## src/sv/lcc_pkg.sv

```systemverilog
// Shared types, constants and small functions for the Luhn card number check.
// Used by every module of the block; depends on nothing else.

package lcc_pkg;

  localparam int CARD_W         = 54;
  localparam int CLASS_W        = 2;
  localparam int MAX_DIGITS_DEF = 16;
  localparam int CONV_DIGITS    = 17;
  localparam int BCD_W          = 4 * CONV_DIGITS;
  localparam int SUM_W          = 8;
  localparam int LUHN_MOD       = 10;

  typedef enum logic [CLASS_W-1:0] {
    CLASS_INVALID    = 2'd0,
    CLASS_VISA       = 2'd1,
    CLASS_AMEX       = 2'd2,
    CLASS_MASTERCARD = 2'd3
  } card_class_t;

  typedef struct packed {
    logic        in_range;
    card_class_t pre_class;
  } lcc_info_t;

  localparam logic [CARD_W-1:0] VISA13_LO = 54'd4000000000000;
  localparam logic [CARD_W-1:0] VISA13_HI = 54'd4999999999999;
  localparam logic [CARD_W-1:0] VISA16_LO = 54'd4000000000000000;
  localparam logic [CARD_W-1:0] VISA16_HI = 54'd4999999999999999;
  localparam logic [CARD_W-1:0] AMEX34_LO = 54'd340000000000000;
  localparam logic [CARD_W-1:0] AMEX34_HI = 54'd349999999999999;
  localparam logic [CARD_W-1:0] AMEX37_LO = 54'd370000000000000;
  localparam logic [CARD_W-1:0] AMEX37_HI = 54'd379999999999999;
  localparam logic [CARD_W-1:0] MC_LO     = 54'd5100000000000000;
  localparam logic [CARD_W-1:0] MC_HI     = 54'd5599999999999999;

  function automatic logic [63:0] digit_limit(input int digits);
    logic [63:0] lim;
    lim = 64'd1;
    for (int k = 0; k < digits; k++) begin
      lim = lim * 64'd10;
    end
    return lim - 64'd1;
  endfunction

  function automatic logic [3:0] dd_adjust(input logic [3:0] d);
    return (d >= 4'd5) ? d + 4'd3 : d;
  endfunction

  function automatic logic [3:0] luhn_weigh(input logic [3:0] d, input logic dbl);
    logic [3:0] w;
    if (!dbl) begin
      w = d;
    end else begin
      case (d)
        4'd0:    w = 4'd0;
        4'd1:    w = 4'd2;
        4'd2:    w = 4'd4;
        4'd3:    w = 4'd6;
        4'd4:    w = 4'd8;
        4'd5:    w = 4'd1;
        4'd6:    w = 4'd3;
        4'd7:    w = 4'd5;
        4'd8:    w = 4'd7;
        4'd9:    w = 4'd9;
        default: w = 4'd0;
      endcase
    end
    return w;
  endfunction

endpackage

```

## src/sv/lcc_sum.sv

```systemverilog
// Two-stage Luhn sum over the decimal digits: group sums, then the total and
// its test for a multiple of ten. Depends on lcc_pkg.

module lcc_sum #(
  parameter int MAX_DIGITS = lcc_pkg::MAX_DIGITS_DEF
) (
  input  logic                    clk,
  input  logic                    rst_n,
  input  logic                    en,
  input  logic                    v_i,
  input  logic [lcc_pkg::BCD_W-1:0] bcd_i,
  input  lcc_pkg::lcc_info_t      info_i,
  output logic                    v_o,
  output logic                    ok_o,
  output lcc_pkg::lcc_info_t      info_o
);
  import lcc_pkg::*;

  localparam int NG       = (MAX_DIGITS + 3) / 4;
  localparam int DPAD     = 4 * NG;
  localparam int PW       = (DPAD > CONV_DIGITS) ? DPAD : CONV_DIGITS;
  localparam int MAX_MULT = (9 * MAX_DIGITS) / LUHN_MOD;

  logic [4*PW-1:0] bcd_pad;
  logic [SUM_W-1:0] grp_nxt [NG];
  logic [SUM_W-1:0] grp_r   [NG];
  logic             v1_r, v2_r;
  lcc_info_t        info1_r, info2_r;
  logic [SUM_W-1:0] total;
  logic             ok_nxt, ok2_r;

  assign bcd_pad = (4*PW)'(bcd_i);

  always_comb begin
    for (int g = 0; g < NG; g++) begin
      grp_nxt[g] = '0;
      for (int j = 0; j < 4; j++) begin
        if (4*g + j < MAX_DIGITS) begin
          grp_nxt[g] = grp_nxt[g] + SUM_W'(luhn_weigh(bcd_pad[4*(4*g+j) +: 4], j[0]));
        end
      end
    end
  end

  always_comb begin
    total = '0;
    for (int g = 0; g < NG; g++) begin
      total = total + grp_r[g];
    end
    ok_nxt = 1'b0;
    for (int k = 0; k <= MAX_MULT; k++) begin
      if (total == SUM_W'(k * LUHN_MOD)) begin
        ok_nxt = 1'b1;
      end
    end
  end

  always_ff @(posedge clk) begin
    if (!rst_n) begin
      v1_r <= 1'b0;
      v2_r <= 1'b0;
    end else if (en) begin
      v1_r <= v_i;
      v2_r <= v1_r;
    end
  end

  always_ff @(posedge clk) begin
    if (en) begin
      grp_r   <= grp_nxt;
      info1_r <= info_i;
      ok2_r   <= ok_nxt;
      info2_r <= info1_r;
    end
  end

  assign v_o    = v2_r;
  assign ok_o   = ok2_r;
  assign info_o = info2_r;

endmodule

```

## config.mk

```make
export PLATFORM = sky130hd
export DESIGN_NAME = lcc_sum
export DESIGN_NICKNAME = d
export VERILOG_FILES = /design/src/sv/lcc_pkg.sv /design/src/sv/lcc_sum.sv
export SDC_FILE = /design/constraint.sdc
export NUM_CORES = 1
export LEC_CHECK = 0
export BUFFER_PORTS_ARGS = -buffer_cell sky130_fd_sc_hd__buf_2
export CORE_ASPECT_RATIO = 0.75
export CORE_UTILIZATION = 40
export CTS_CLUSTER_SIZE = 14
export DETAILED_ROUTE_END_ITERATION = 10
export SLEW_MARGIN = 25
export SYNTH_ARGS = -nofsm -noshare
export SYNTH_HDL_FRONTEND = slang
export SYNTH_SLANG_ARGS = --single-unit
```

## constraint.sdc

```tcl
create_clock -name clk -period 4.05 [get_ports clk]
set_input_delay 0.6075 -clock clk [delete_from_list [all_inputs] [get_ports clk]]
set_output_delay 0.6075 -clock clk [all_outputs]
set_load 0.02 [all_outputs]
```

==> key figures <==
Power and ir drop
  • VDD IR max: 0.689 mV
  • Pleak: around 2 nW
  • Power per cell area: 880 nW/um^2

Critical path
  • Crit Path Max Fanout: 5
  • Biggest cell delay along the critical path: 590 ps
  • Critical Path End Type: register
  • Most frequent CP cell: fa_1
  • Worst Path Required: 4080 ps
  • Slowest CP cell: fa_1
  • Worst setup SP type: register
  • Crit path DAT: between 3000 and 4000 ps
  • Worst setup path class: register to register
  • Cell chain of the critical path: fa_1 > fa_1 > ha_1 > fa_1 > a211oi_2 > nor2_2 > xnor2_2 > mux2i_1 > o211ai_1 > a22o_1

Run
  • Max-cap viol count: 0

Routing
  • Via Count: around 2600
  • DRC: 4
  • First-pass DRT Iterations: 7
  • WL final: around 6300 um
  • DRT antenna net count: 0
  • Vias per cell: between 4 and 5
  • DR iter-0 viols: 123
  • Routed wire per std cell: roughly 12 um

Clocking
  • Clock buffer depth: 2
  • Post-cts sizing count: 0
  • Sink Count: 33
  • TritonCTS clock tree: yes
  • H-Tree Depth: 2
  • CTS Buf Count: 5
  • Post-CTS setup buffer count: 0
  • Clock Latency Late Sink: 280 ps
  • Clk slew on worst S/H paths: 50 ps
  • Hold buffers post-CTS: 0
  • Clk root buf: clkbuf_16

Global routing
  • GRT Residual Overflow: 0
  • Gr usage total: approximately 15%
  • Vias in the first global route: 2501
  • First-pass GRT wire length: roughly 11000 um
  • Largest net degree at the start of global routing: 34
  • Initial antenna violation count: 0

Place
  • IO Port Bufs: 75
  • Post-DP HPWL: 5350 um
  • Routability cong.: 0.722

Cells and area
  • Reg area: a little under 1000 um^2
  • Multi-input gate area: 2410 um^2
  • Share of layout cells above drive strength 1: roughly a fifth
  • Area Growth Syn to Fin: 18.6%
  • # nets final: 574
  • Fill count: 794
  • Number of diodes: 0

Logic synthesis
  • Top FF cell, synth: edfxtp_1
  • Async set-reset flop share out of synthesis: 0%
  • Yosys Warn Count: 0
  • Ranking of synthesized cells by area: edfxtp_1, fa_1, ha_1
  • #FFs+latches synth: 33
  • Yosys top cell area share: 25.9%
  • Post-synth EDFFs: 31
  • Syn_nets: 494
  • Post-synth top cells: inv_1, fa_1, edfxtp_1
  • Seq/Total Area, Yosys: 27.0%
  • Avg Inst Size Synth: 10.3 um^2
  • Distinct cells, synth: 45
  • Gate Count Post-Synth: approximately 350
  • Most common cell in the synthesized netlist: inv_1
  • Mapped cell area: 3590 um^2
  • Area leader, netlist: edfxtp_1

Outcome
  • Status: finished, violations left
  • Failing checks: DRC

Min path
  • Worst min-delay path class: register to register

STA
  • Final Max Tran Viols: 0
  • Final setup vio count: 0
  • Worst-Margin Slew: roughly 770 ps
  • Fmax: 276 MHz
  • Crit share post-route: 89.3%
  • Clock Skew: 3.58 ps
  • Worst hold slack: 417 ps
  • Slew headroom: about half
  • RSZ-0062 raised after global routing: false
  • Final Hold Viols: 0
  • Post-route setup TNS: 0 ps
  • Min Tclk post-route: 3620 ps

Die
  • Total Die Area: 9360 um^2
  • Initial core utilization: 41.8%
  • # rows: 29
  • Die height: 84.1 um
  • Core ar.: 8600 um^2
  • Die X: 111 um
  • Io pins: 80
## final timing paths
check                           slack, ps                  from  depth (start not counted)             endpoint
worst max-delay path                  430    grp_r[1]$_DFFE_PP_                         10   ok_o$_SDFFCE_PP1P_
worst min-delay path                  420  info1_r[0]$_DFFE_PP_                          0  info_o[0]$_DFFE_PP_
worst max register to register        430    grp_r[1]$_DFFE_PP_                         10   ok_o$_SDFFCE_PP1P_
worst min register to register        420  info1_r[0]$_DFFE_PP_                          0  info_o[0]$_DFFE_PP_
## area by class of cell
type / count / share of cell area (%)
clock buffer: 6 / 3.03
clock inverter: 2 / 0.823
inverter: 53 / 4.67
multi-input combinational: 260 / 56.7
sequential: 33 / 22.8
tap: 108 / 3.17
timing repair buffer: 75 / 8.82
## state kept, by name (all words and copies together) (netlist names)
name / flops
info1_r: 3
grp_r: 24
v_o: 1
ok_o: 1
v1_r: 1
info_o: 3
## per-stage QoR
step / util, % / setup WS, ps / power, mW / instance area, um^2 / std cells
6_report: 49.5 / 433 / 3.75 / 4260 / 537
3_5_place_dp: 47.6 / 458 / 3.28 / 4090 / 529
5_1_grt: 49.5 / 287 / 4.10 / 4260 / 537
4_1_cts: 49.5 / 438 / 3.74 / 4260 / 537
3_3_place_gp: 47.6 / 513 / 3.25 / 4090 / 529
2_1_floorplan: - / 691 / 2.79 / 3590 / 348
## per-layer routing
layer / up-vias / track usage [%] / wire (um)
met4: 0 / 3.69 / 62
met3: 7 / 3.05 / 269
met5: - / 0 / 0
li1: 1328 / - / -
met1: 1189 / 21.0 / 3230
met2: 52 / 22.2 / 2740
## report_power, final
group	internal (mW)	switching [mW]
clock	0.289	0.139
sequential	0.505	0.0436
combinational	1.30	1.47
## logic make-up after synthesis
| logic type | after synthesis | synth area share [%] |
|---|---|---|
| adder cells (fa/ha/maj) | 71 | 33.9 |
| AO/OA/AOI/OAI | 69 | 11.8 |
| buffers and inverters | 55 | 5.75 |
| AND/OR/NAND/NOR | 93 | 13.7 |
| XOR/XNOR | 15 | 4.46 |
| flip-flops | 33 | 27.0 |
| multiplexers | 12 | 3.35 |
## worst max-delay path, delay by kind of cell (launching register included)
family / cells / cell delay (ps)
flops: 1 / 410
simple gates: 1 / 110
mux: 1 / 230
fa+ha+maj: 4 / 1750
compound gates: 3 / 600
xor+xnor: 1 / 280
## layout by cell type (no fill, tap or decap), types with 2 or more instances in the layout
cell       instances
nor2b_1           19
o21ai_0           21
a22o_1             2
fa_1              44
mux2i_1           12
nor3_1             2
edfxtp_1          31
nand2_1           15
inv_1             53
a22oi_1            2
o21a_1             2
xor2_1             2
a21o_1             7
nand2b_1          17
o21ai_1            3
a31oi_1            3
nand4b_1           2
xnor2_2            2
ha_1              27
xnor2_1           10
nor2_1            26
nand3b_1           4
o22ai_1            3
buf_2             75
clkbuf_16          5
a21oi_1           16
dfxtp_1            2
Note: power is estimated with default switching activity, not from simulation.
