**src/sv/lcc_pkg.sv**
```systemverilog
// Shared types, constants and small functions for the Luhn card number check.
// Used by every module of the block; depends on nothing else.

package lcc_pkg;

  localparam int CARD_W         = 54;
  localparam int CLASS_W        = 2;
  localparam int MAX_DIGITS_DEF = 16;
  localparam int CONV_DIGITS    = 17;
  localparam int BCD_W          = 4 * CONV_DIGITS;
  localparam int SUM_W          = 8;
  localparam int LUHN_MOD       = 10;

  typedef enum logic [CLASS_W-1:0] {
    CLASS_INVALID    = 2'd0,
    CLASS_VISA       = 2'd1,
    CLASS_AMEX       = 2'd2,
    CLASS_MASTERCARD = 2'd3
  } card_class_t;

  typedef struct packed {
    logic        in_range;
    card_class_t pre_class;
  } lcc_info_t;

  localparam logic [CARD_W-1:0] VISA13_LO = 54'd4000000000000;
  localparam logic [CARD_W-1:0] VISA13_HI = 54'd4999999999999;
  localparam logic [CARD_W-1:0] VISA16_LO = 54'd4000000000000000;
  localparam logic [CARD_W-1:0] VISA16_HI = 54'd4999999999999999;
  localparam logic [CARD_W-1:0] AMEX34_LO = 54'd340000000000000;
  localparam logic [CARD_W-1:0] AMEX34_HI = 54'd349999999999999;
  localparam logic [CARD_W-1:0] AMEX37_LO = 54'd370000000000000;
  localparam logic [CARD_W-1:0] AMEX37_HI = 54'd379999999999999;
  localparam logic [CARD_W-1:0] MC_LO     = 54'd5100000000000000;
  localparam logic [CARD_W-1:0] MC_HI     = 54'd5599999999999999;

  function automatic logic [63:0] digit_limit(input int digits);
    logic [63:0] lim;
    lim = 64'd1;
    for (int k = 0; k < digits; k++) begin
      lim = lim * 64'd10;
    end
    return lim - 64'd1;
  endfunction

  function automatic logic [3:0] dd_adjust(input logic [3:0] d);
    return (d >= 4'd5) ? d + 4'd3 : d;
  endfunction

  function automatic logic [3:0] luhn_weigh(input logic [3:0] d, input logic dbl);
    logic [3:0] w;
    if (!dbl) begin
      w = d;
    end else begin
      case (d)
        4'd0:    w = 4'd0;
        4'd1:    w = 4'd2;
        4'd2:    w = 4'd4;
        4'd3:    w = 4'd6;
        4'd4:    w = 4'd8;
        4'd5:    w = 4'd1;
        4'd6:    w = 4'd3;
        4'd7:    w = 4'd5;
        4'd8:    w = 4'd7;
        4'd9:    w = 4'd9;
        default: w = 4'd0;
      endcase
    end
    return w;
  endfunction

endpackage

```
**src/sv/lcc_cell.sv**
```systemverilog
// One cell of the binary-to-decimal chain: adjusts the decimal digits and
// shifts in the next binary bit. Depends on lcc_pkg.

module lcc_cell (
  input  logic                     clk,
  input  logic                     rst_n,
  input  logic                     en,
  input  logic                     v_i,
  input  logic [lcc_pkg::BCD_W-1:0]  bcd_i,
  input  logic [lcc_pkg::CARD_W-1:0] bin_i,
  input  lcc_pkg::lcc_info_t       info_i,
  output logic                     v_o,
  output logic [lcc_pkg::BCD_W-1:0]  bcd_o,
  output logic [lcc_pkg::CARD_W-1:0] bin_o,
  output lcc_pkg::lcc_info_t       info_o
);
  import lcc_pkg::*;

  logic              v_r;
  logic [BCD_W-1:0]  bcd_r, bcd_nxt, bcd_adj;
  logic [CARD_W-1:0] bin_r, bin_nxt;
  lcc_info_t         info_r;

  always_comb begin
    for (int i = 0; i < CONV_DIGITS; i++) begin
      bcd_adj[4*i +: 4] = dd_adjust(bcd_i[4*i +: 4]);
    end
    bcd_nxt = {bcd_adj[BCD_W-2:0], bin_i[CARD_W-1]};
    bin_nxt = {bin_i[CARD_W-2:0], 1'b0};
  end

  always_ff @(posedge clk) begin
    if (!rst_n) begin
      v_r <= 1'b0;
    end else if (en) begin
      v_r <= v_i;
    end
  end

  always_ff @(posedge clk) begin
    if (en) begin
      bcd_r  <= bcd_nxt;
      bin_r  <= bin_nxt;
      info_r <= info_i;
    end
  end

  assign v_o    = v_r;
  assign bcd_o  = bcd_r;
  assign bin_o  = bin_r;
  assign info_o = info_r;

endmodule

```
**config.mk**
```make
export PLATFORM = sky130hd
export DESIGN_NAME = lcc_cell
export DESIGN_NICKNAME = d
export VERILOG_FILES = /design/src/sv/lcc_pkg.sv /design/src/sv/lcc_cell.sv
export SDC_FILE = /design/constraint.sdc
export NUM_CORES = 1
export LEC_CHECK = 0
export BUFFER_PORTS_ARGS = -buffer_cell sky130_fd_sc_hd__buf_4
export CAP_MARGIN = 10
export CORE_UTILIZATION = 29
export CTS_BUF_LIST = sky130_fd_sc_hd__clkbuf_2 sky130_fd_sc_hd__clkbuf_4 sky130_fd_sc_hd__clkbuf_8
export DETAILED_ROUTE_END_ITERATION = 8
export GPL_ROUTABILITY_DRIVEN = 0
export HOLD_SLACK_MARGIN = 0.1
export PLACE_DENSITY_LB_ADDON = 0.1
export SLEW_MARGIN = 20
export SYNTH_ARGS = -nofsm -noshare
export SYNTH_HDL_FRONTEND = slang
export SYNTH_SLANG_ARGS = --single-unit
```
**constraint.sdc**
```tcl
create_clock -name clk -period 1.2 [get_ports clk]
set_input_delay 0.18 -clock clk [delete_from_list [all_inputs] [get_ports clk]]
set_output_delay 0.18 -clock clk [all_outputs]
set_load 0.02 [all_outputs]
```
==> results.py, run 1 <==
metrics = {
    "worst_setup_path": {
        "path_cells": "buf_6",
        "cp.required_ps": 1020,
        "max_stage_delay_ps": 420,
        "critical_path_cell_count": 1,
        "path_max_fanout": 1,
        "critPathBufInv": 1,
        "crit_type": "flop to output pin",
        "cp_slowest_cell": "edfxtp_1",
        "start_kind": "flop",
        "r2r.worst_path.cells": 3,
        "crit_family": "flip-flops",
        "critPathCaptureType": "output pin",
        "arrival_ps": 1010,
    },
    "floorplan": {
        "rows": 49,
        "die_area_sq_um": 19430,
        "start_util_pct": 30.06,
        "die_w_um": 139.4,
        "ios": 255,
        "die_y_um": 139.4,
        "core_sq_um": 18210,
    },
    "yosys": {
        "syn_area_per_cell_sq_um": 13.79,
        "yosysWarnings": 0,
        "synth_fa_ha_area_share_pct": 7.771,
        "synth_nets": 560,
        "synth_cell_type_count": 15,
        "netlist_area_sq_um": 5474,
        "synth-xor-area-share_pct": 2.720,
        "synth_top_family_by_area": "simple AND/OR/NAND/NOR gates",
        "ys_ff_latch": 125,
        "synthMuxAreaShare_pct": 3.291,
        "synthSimpleGateAreaFrac_pct": 9.646,
        "synth_compound_area_share_pct": 5.646,
        "ys_seq_area_share_pct": 68.39,
        "synthCells": 397,
    },
    "route": {
        "wirelength_mm": 13.88,
        "vias": 4392,
        "drt.antenna.violating_nets": 0,
        "vias_per_cell": 4.191,
        "firstDrtPassIters": 4,
        "drtIter0Drc": 134,
        "wl_per_cell_um": 13.24,
        "drc": 0,
    },
    "pwr": {
        "finalPower_mw": 11.33,
        "p_int_mw": 8.329,
        "swShare_pct": 26.49,
        "ir_drop_uv": 601.3,
        "clkPwrFrac_pct": 28.5,
        "power_frac_comb_pct": 23.4,
        "power.net_switching_mw": 3.002,
        "power.leakage_nw": 4.277,
        "seq_power_share_pct": 48.1,
        "power_density_nw_per_um2": 1168,
    },
    "sta": {
        "whs_ps": 125.4,
        "hold_viol": 0,
        "grt_setup_unrepaired": "yes",
        "finalClockSkew_ps": 0,
        "max_freq_mhz": 843.7,
        "slew_violations": 0,
        "setup_viol": 0,
        "fin_crit_ps": 1185,
        "period_share_pct": 98.77,
    },
    "placement": {
        "portBuffers": 253,
        "dp_hpwl_mm": 10.04,
    },
    "min_path": {
        "hold-path-cell-count": 3,
        "hp-class": "input pin to flop",
    },
    "finish": {
        "nets": 970,
        "final_common_cell": "buf_4",
        "fillers": 1592,
        "diodes": 0,
        "post_route_cells_drive_above_1_share_pct": 40.17,
        "syn_to_final_growth_pct": 77.17,
        "final_cell_mix": "187 x buf_4, 124 x edfxtp_1, 105 x dlygate4sd3_1, 96 x buf_6, 67 x nand2_1",
    },
    "global_routing": {
        "grt_pass1_wl_mm": 21.85,
        "antenna_found_initial": 0,
        "grt_max_degree": 35,
        "grt_pass1_vias": 4703,
        "grt_usage_pct": 14.63,
        "overflow": 0,
    },
    "run_status": {
        "status": "finished clean",
    },
    "clock_tree": {
        "cts-root-buf": "clkbuf_8",
        "cts_sinks": 125,
        "cts_tree": "built",
        "cts_setup_buffers": 0,
        "cts.clk_slew.worst_paths_ps": 70,
        "cts_buffers": 17,
        "cts_buffer_depth": 2,
        "clkLatencyLatePin_ps": 430,
        "htreeDepth": 4,
    },
    "flow_run": {
        "maxCapViolCount": 0,
    },
}
-- timing repair --
| action | 4_1_cts | 5_1_grt |
|---|---|---|
| gates resized for setup | 12 | 84 |
| hold buffers | 103 | 2 |
| endpoints found under the setup margin | 12 | 98 |
| cloned | 0 | 0 |
| hold endpoints to repair | 108 | 4 |
-- synthesized netlist by cell type (all sizes together) --
master,instances,area share [%]
edfxtp,124,68
buf,1,0.14
o21ai,32,2.9
nand2b,33,3.8
a21oi,17,2.7
ha,34,7.8
nor2b,1,0.11
dfxtp,1,0.37
mux2i,18,3.3
inv,34,2.3
nor2,17,1.2
xnor2,17,2.7
conb,1,0.069
nand2,67,4.6
-- sequential cells by signal, summed over array words and instances, names as in the netlist --
name    cells
v_o         1
bcd_o      68
info_o      3
bin_o      53
-- logic make-up (layout without fill, tap and decap cells) --
kind of cell	after synthesis	after routing
mux	18	18
simple gates	118	118
buf+inv	35	457
compound gates	49	49
other cells	1	1
fa+ha+maj	34	34
xor+xnor	17	17
flops	125	125
-- through the flow --
step	setup TNS (ps)	cell area [sq um]	setup WS, ps	util (%)	cells
6_report	0	9698	14.72	53.26	1048
5_1_grt	-995.7	9698	-38.09	53.26	1048
4_1_cts	-54.90	9363	-23.47	51.42	1046
3_5_place_dp	-558.4	7958	-76.71	43.70	912
3_3_place_gp	-91.94	7958	-19.77	43.70	912
2_1_floorplan	0	5474	140.5	-	397
-- final cells by class --
type | instances | area, sq um | share of cell area (%)
Timing Repair Buffer | 392 | 3616 | 37.29
Tap cell | 229 | 286.5 | 2.954
Sequential cell | 125 | 3744 | 38.60
Inverter | 34 | 127.6 | 1.316
Multi-Input combinational cell | 237 | 1595 | 16.45
Clock buffer | 19 | 249.0 | 2.567
Clock inverter | 12 | 80.08 | 0.8257
-- layer usage --
metal	vias to the layer above	share of wire, %	global-route usage (%)
met2	172	50	25.95
met5	-	0	0
met3	12	9.5	6.228
li1	2210	-	-
met4	0	1.4	5.731
met1	1998	39	15.23
-- final timing paths --
| kind | slack (ps) | end | from |
|---|---|---|---|
| max | 10 | bin_o[11] | bin_o[11] |
| min | 130 | bcd_o[62] | bcd_i[61] |
| max reg2reg | 60 | v_o | v_o |
| min reg2reg | 1070 | v_o | v_o |
-- power by group through the flow --
stage               Clock [mW]  Combinational [mW]  Sequential, mW
finish                    3.23                2.66            5.45
CTS                       3.36                2.53            5.40
floorplan                    0               0.409            6.01
global route              3.56                2.85            5.48
detailed placement           0                2.23            5.48
global placement             0                2.20            5.48
(Power assumes the default switching activity.)
==> run 2, diff against run 1 <==
==> constraint.sdc (replaced) <==
create_clock -name clk -period 1.2 [get_ports clk]
set_input_delay 0.06 -clock clk [delete_from_list [all_inputs] [get_ports clk]]
set_output_delay 0.06 -clock clk [all_outputs]
set_load 0.02 [all_outputs]
==> results.py, run 2 (synthesized netlist as in run 1, its figures left out) <==
metrics = {
    "run_status": {
        "status": "finished with violations",
        "violations": "negative setup slack",
    },
    "placement": {
        "placedCellCount": 885,
        "place_area_sq_um": 7742,
        "place_ws_ps": 28.13,
        "portBuffers": 253,
        "dp_hpwl_mm": 10.09,
    },
    "floorplan": {
        "die_w_um": 139.4,
        "die_y_um": 139.4,
        "rows": 49,
        "die_area_sq_um": 19430,
        "start_util_pct": 30.06,
        "core_sq_um": 18210,
        "ios": 255,
    },
    "sta": {
        "slew_violations": 0,
        "period_share_pct": 100.5,
        "fin_crit_ps": 1206,
        "hold_viol": 0,
        "max_freq_mhz": 829.5,
        "tns_ps": -5.513,
        "finalClockSkew_ps": 0,
        "setup_viol": 1,
        "setup_ws_ps": -5.513,
    },
    "global_routing": {
        "grt_max_degree": 34,
        "antenna_found_initial": 0,
        "grt_usage_pct": 15.36,
        "grt_pass1_wl_mm": 23.10,
        "grt_pass1_vias": 4821,
        "overflow": 0,
    },
    "route": {
        "wirelength_mm": 14.68,
        "drtIter0Drc": 127,
        "wl_per_cell_um": 13.57,
        "vias": 4607,
        "drc": 0,
        "drt.antenna.violating_nets": 0,
        "vias_per_cell": 4.258,
        "firstDrtPassIters": 4,
    },
    "worst_setup_path": {
        "start_kind": "input pin",
        "reg2reg_from": "v_o",
        "r2r_setup_slack_ps": 40,
        "cp.required_ps": 1400,
        "path_max_fanout": 4,
        "r2r.worst_path.cells": 3,
        "crit_type": "input pin to flop",
        "startpoint": "bcd_i[42]",
        "arrival_ps": 1400,
        "r2r-end": "v_o",
        "critPathCaptureType": "flop",
        "crit_path_end": "bcd_o[43]",
    },
    "finish": {
        "multi_input_area_sq_um": 1603,
        "diodes": 0,
        "final_common_cell": "buf_4",
        "largest_reg_flops": 68,
        "register_area_sq_um": 3744,
        "final_cell_mix": "252 x buf_4, 162 x dlygate4sd3_1, 124 x edfxtp_1, 67 x nand2_1",
        "fillers": 1598,
        "design_area_sq_um": 9809,
        "post_route_cells_drive_above_1_share_pct": 36.11,
        "final_cell_count_no_fill": 1082,
        "nets": 1003,
        "syn_to_final_growth_pct": 79.20,
    },
    "pwr": {
        "seq_power_share_pct": 46.4,
        "power.net_switching_mw": 3.088,
        "p_int_mw": 8.527,
        "power_density_nw_per_um2": 1184,
        "swShare_pct": 26.59,
        "clkPwrFrac_pct": 31.2,
        "power.leakage_nw": 4.308,
        "ir_drop_uv": 826.6,
        "power_frac_comb_pct": 22.4,
        "finalPower_mw": 11.61,
    },
    "clock_tree": {
        "htreeDepth": 4,
        "cts_tree": "built",
        "cts_buffer_depth": 2,
        "cts.clk_slew.worst_paths_ps": 80,
        "clkLatencyLatePin_ps": 420,
        "cts_sinks": 125,
        "cts-root-buf": "clkbuf_8",
        "cts_buffers": 17,
    },
    "min_path": {
        "hp-class": "input pin to flop",
    },
    "flow_run": {
        "maxCapViolCount": 0,
    },
}
## run 2: changes by cell type in the layout (fill, tap and decap cells not counted), sizes merged
| cell | before | now |
|---|---|---|
| clkinv | 10 | 7 |
| dlygate4sd3 | 105 | 162 |
| clkinvlp | 1 | 3 |
| dlymetal6s4s | 0 | 5 |
| buf | 287 | 258 |
| bufinv | 1 | 2 |
| clkbuf | 19 | 20 |
## run 2: how the worst min path moves through the flow
stage	from	to	slack (ps)	depth (start not counted)
floorplan	bin_i[53]	bcd_o[0]	160	0
global placement	bin_i[49]	bin_o[50]	240	1
detailed placement	bin_i[40]	bin_o[41]	240	1
CTS	bcd_i[64]	bcd_o[66]	110	4
global route	bcd_i[20]	bcd_o[22]	110	4
finish	bcd_i[40]	bcd_o[42]	140	4
## run 2: layout make-up
cell class	instances	share of cell area, %
flip-flops and latches	125	38.16
clock buffers	20	2.615
clock inverters	12	1.250
well taps	229	2.921
multi-input cells	237	16.34
inverters	34	1.301
repair buffers	425	37.41
## run 2: repair_timing
item / in CTS / in global routing
hold endpoints to repair: 134 / 3
resized for setup: 0 / 11
setup buffers: 0 / 0
hold buffers: 168 / 3
setup endpoints to repair: 0 / 10
## run 2: power groups by stage
stage | clock (mW) | sequential (mW) | combinational (mW)
final | 3.62 | 5.39 | 2.61
after global routing | 3.91 | 5.43 | 2.80
after CTS | 3.74 | 5.39 | 2.61
after detailed placement | 0 | 5.49 | 2.16
after global placement | 0 | 5.48 | 2.13
after floorplan | 0 | 6.01 | 0.409
## run 2: worst max-delay path, cell delays in order
cell	delay, ps
dlygate4sd3_1	530
buf_4	120
nor2_1	40
nand2_1	50
dlygate4sd3_1	540
nand2_1	50
## run 2: stage by stage
| stage | hold slack [ps] | util (%) |
|---|---|---|
| 3_3_place_gp | 238.1 | 42.52 |
| 4_1_cts | 105.8 | 53.84 |
| 5_1_grt | 108.4 | 53.87 |
| 3_5_place_dp | 239.3 | 42.52 |
| 2_1_floorplan | 158.9 | - |
| 6_report | 143.4 | 53.87 |
## run 2: per-layer routing
metal  vias up  wire length (um)  track usage [%]
li1       2270                 -                -
met1      2141              5682            15.91
met2       185              7360            27.32
met3        11              1468            7.364
met4         0               173            4.620
met5         -                 0                0
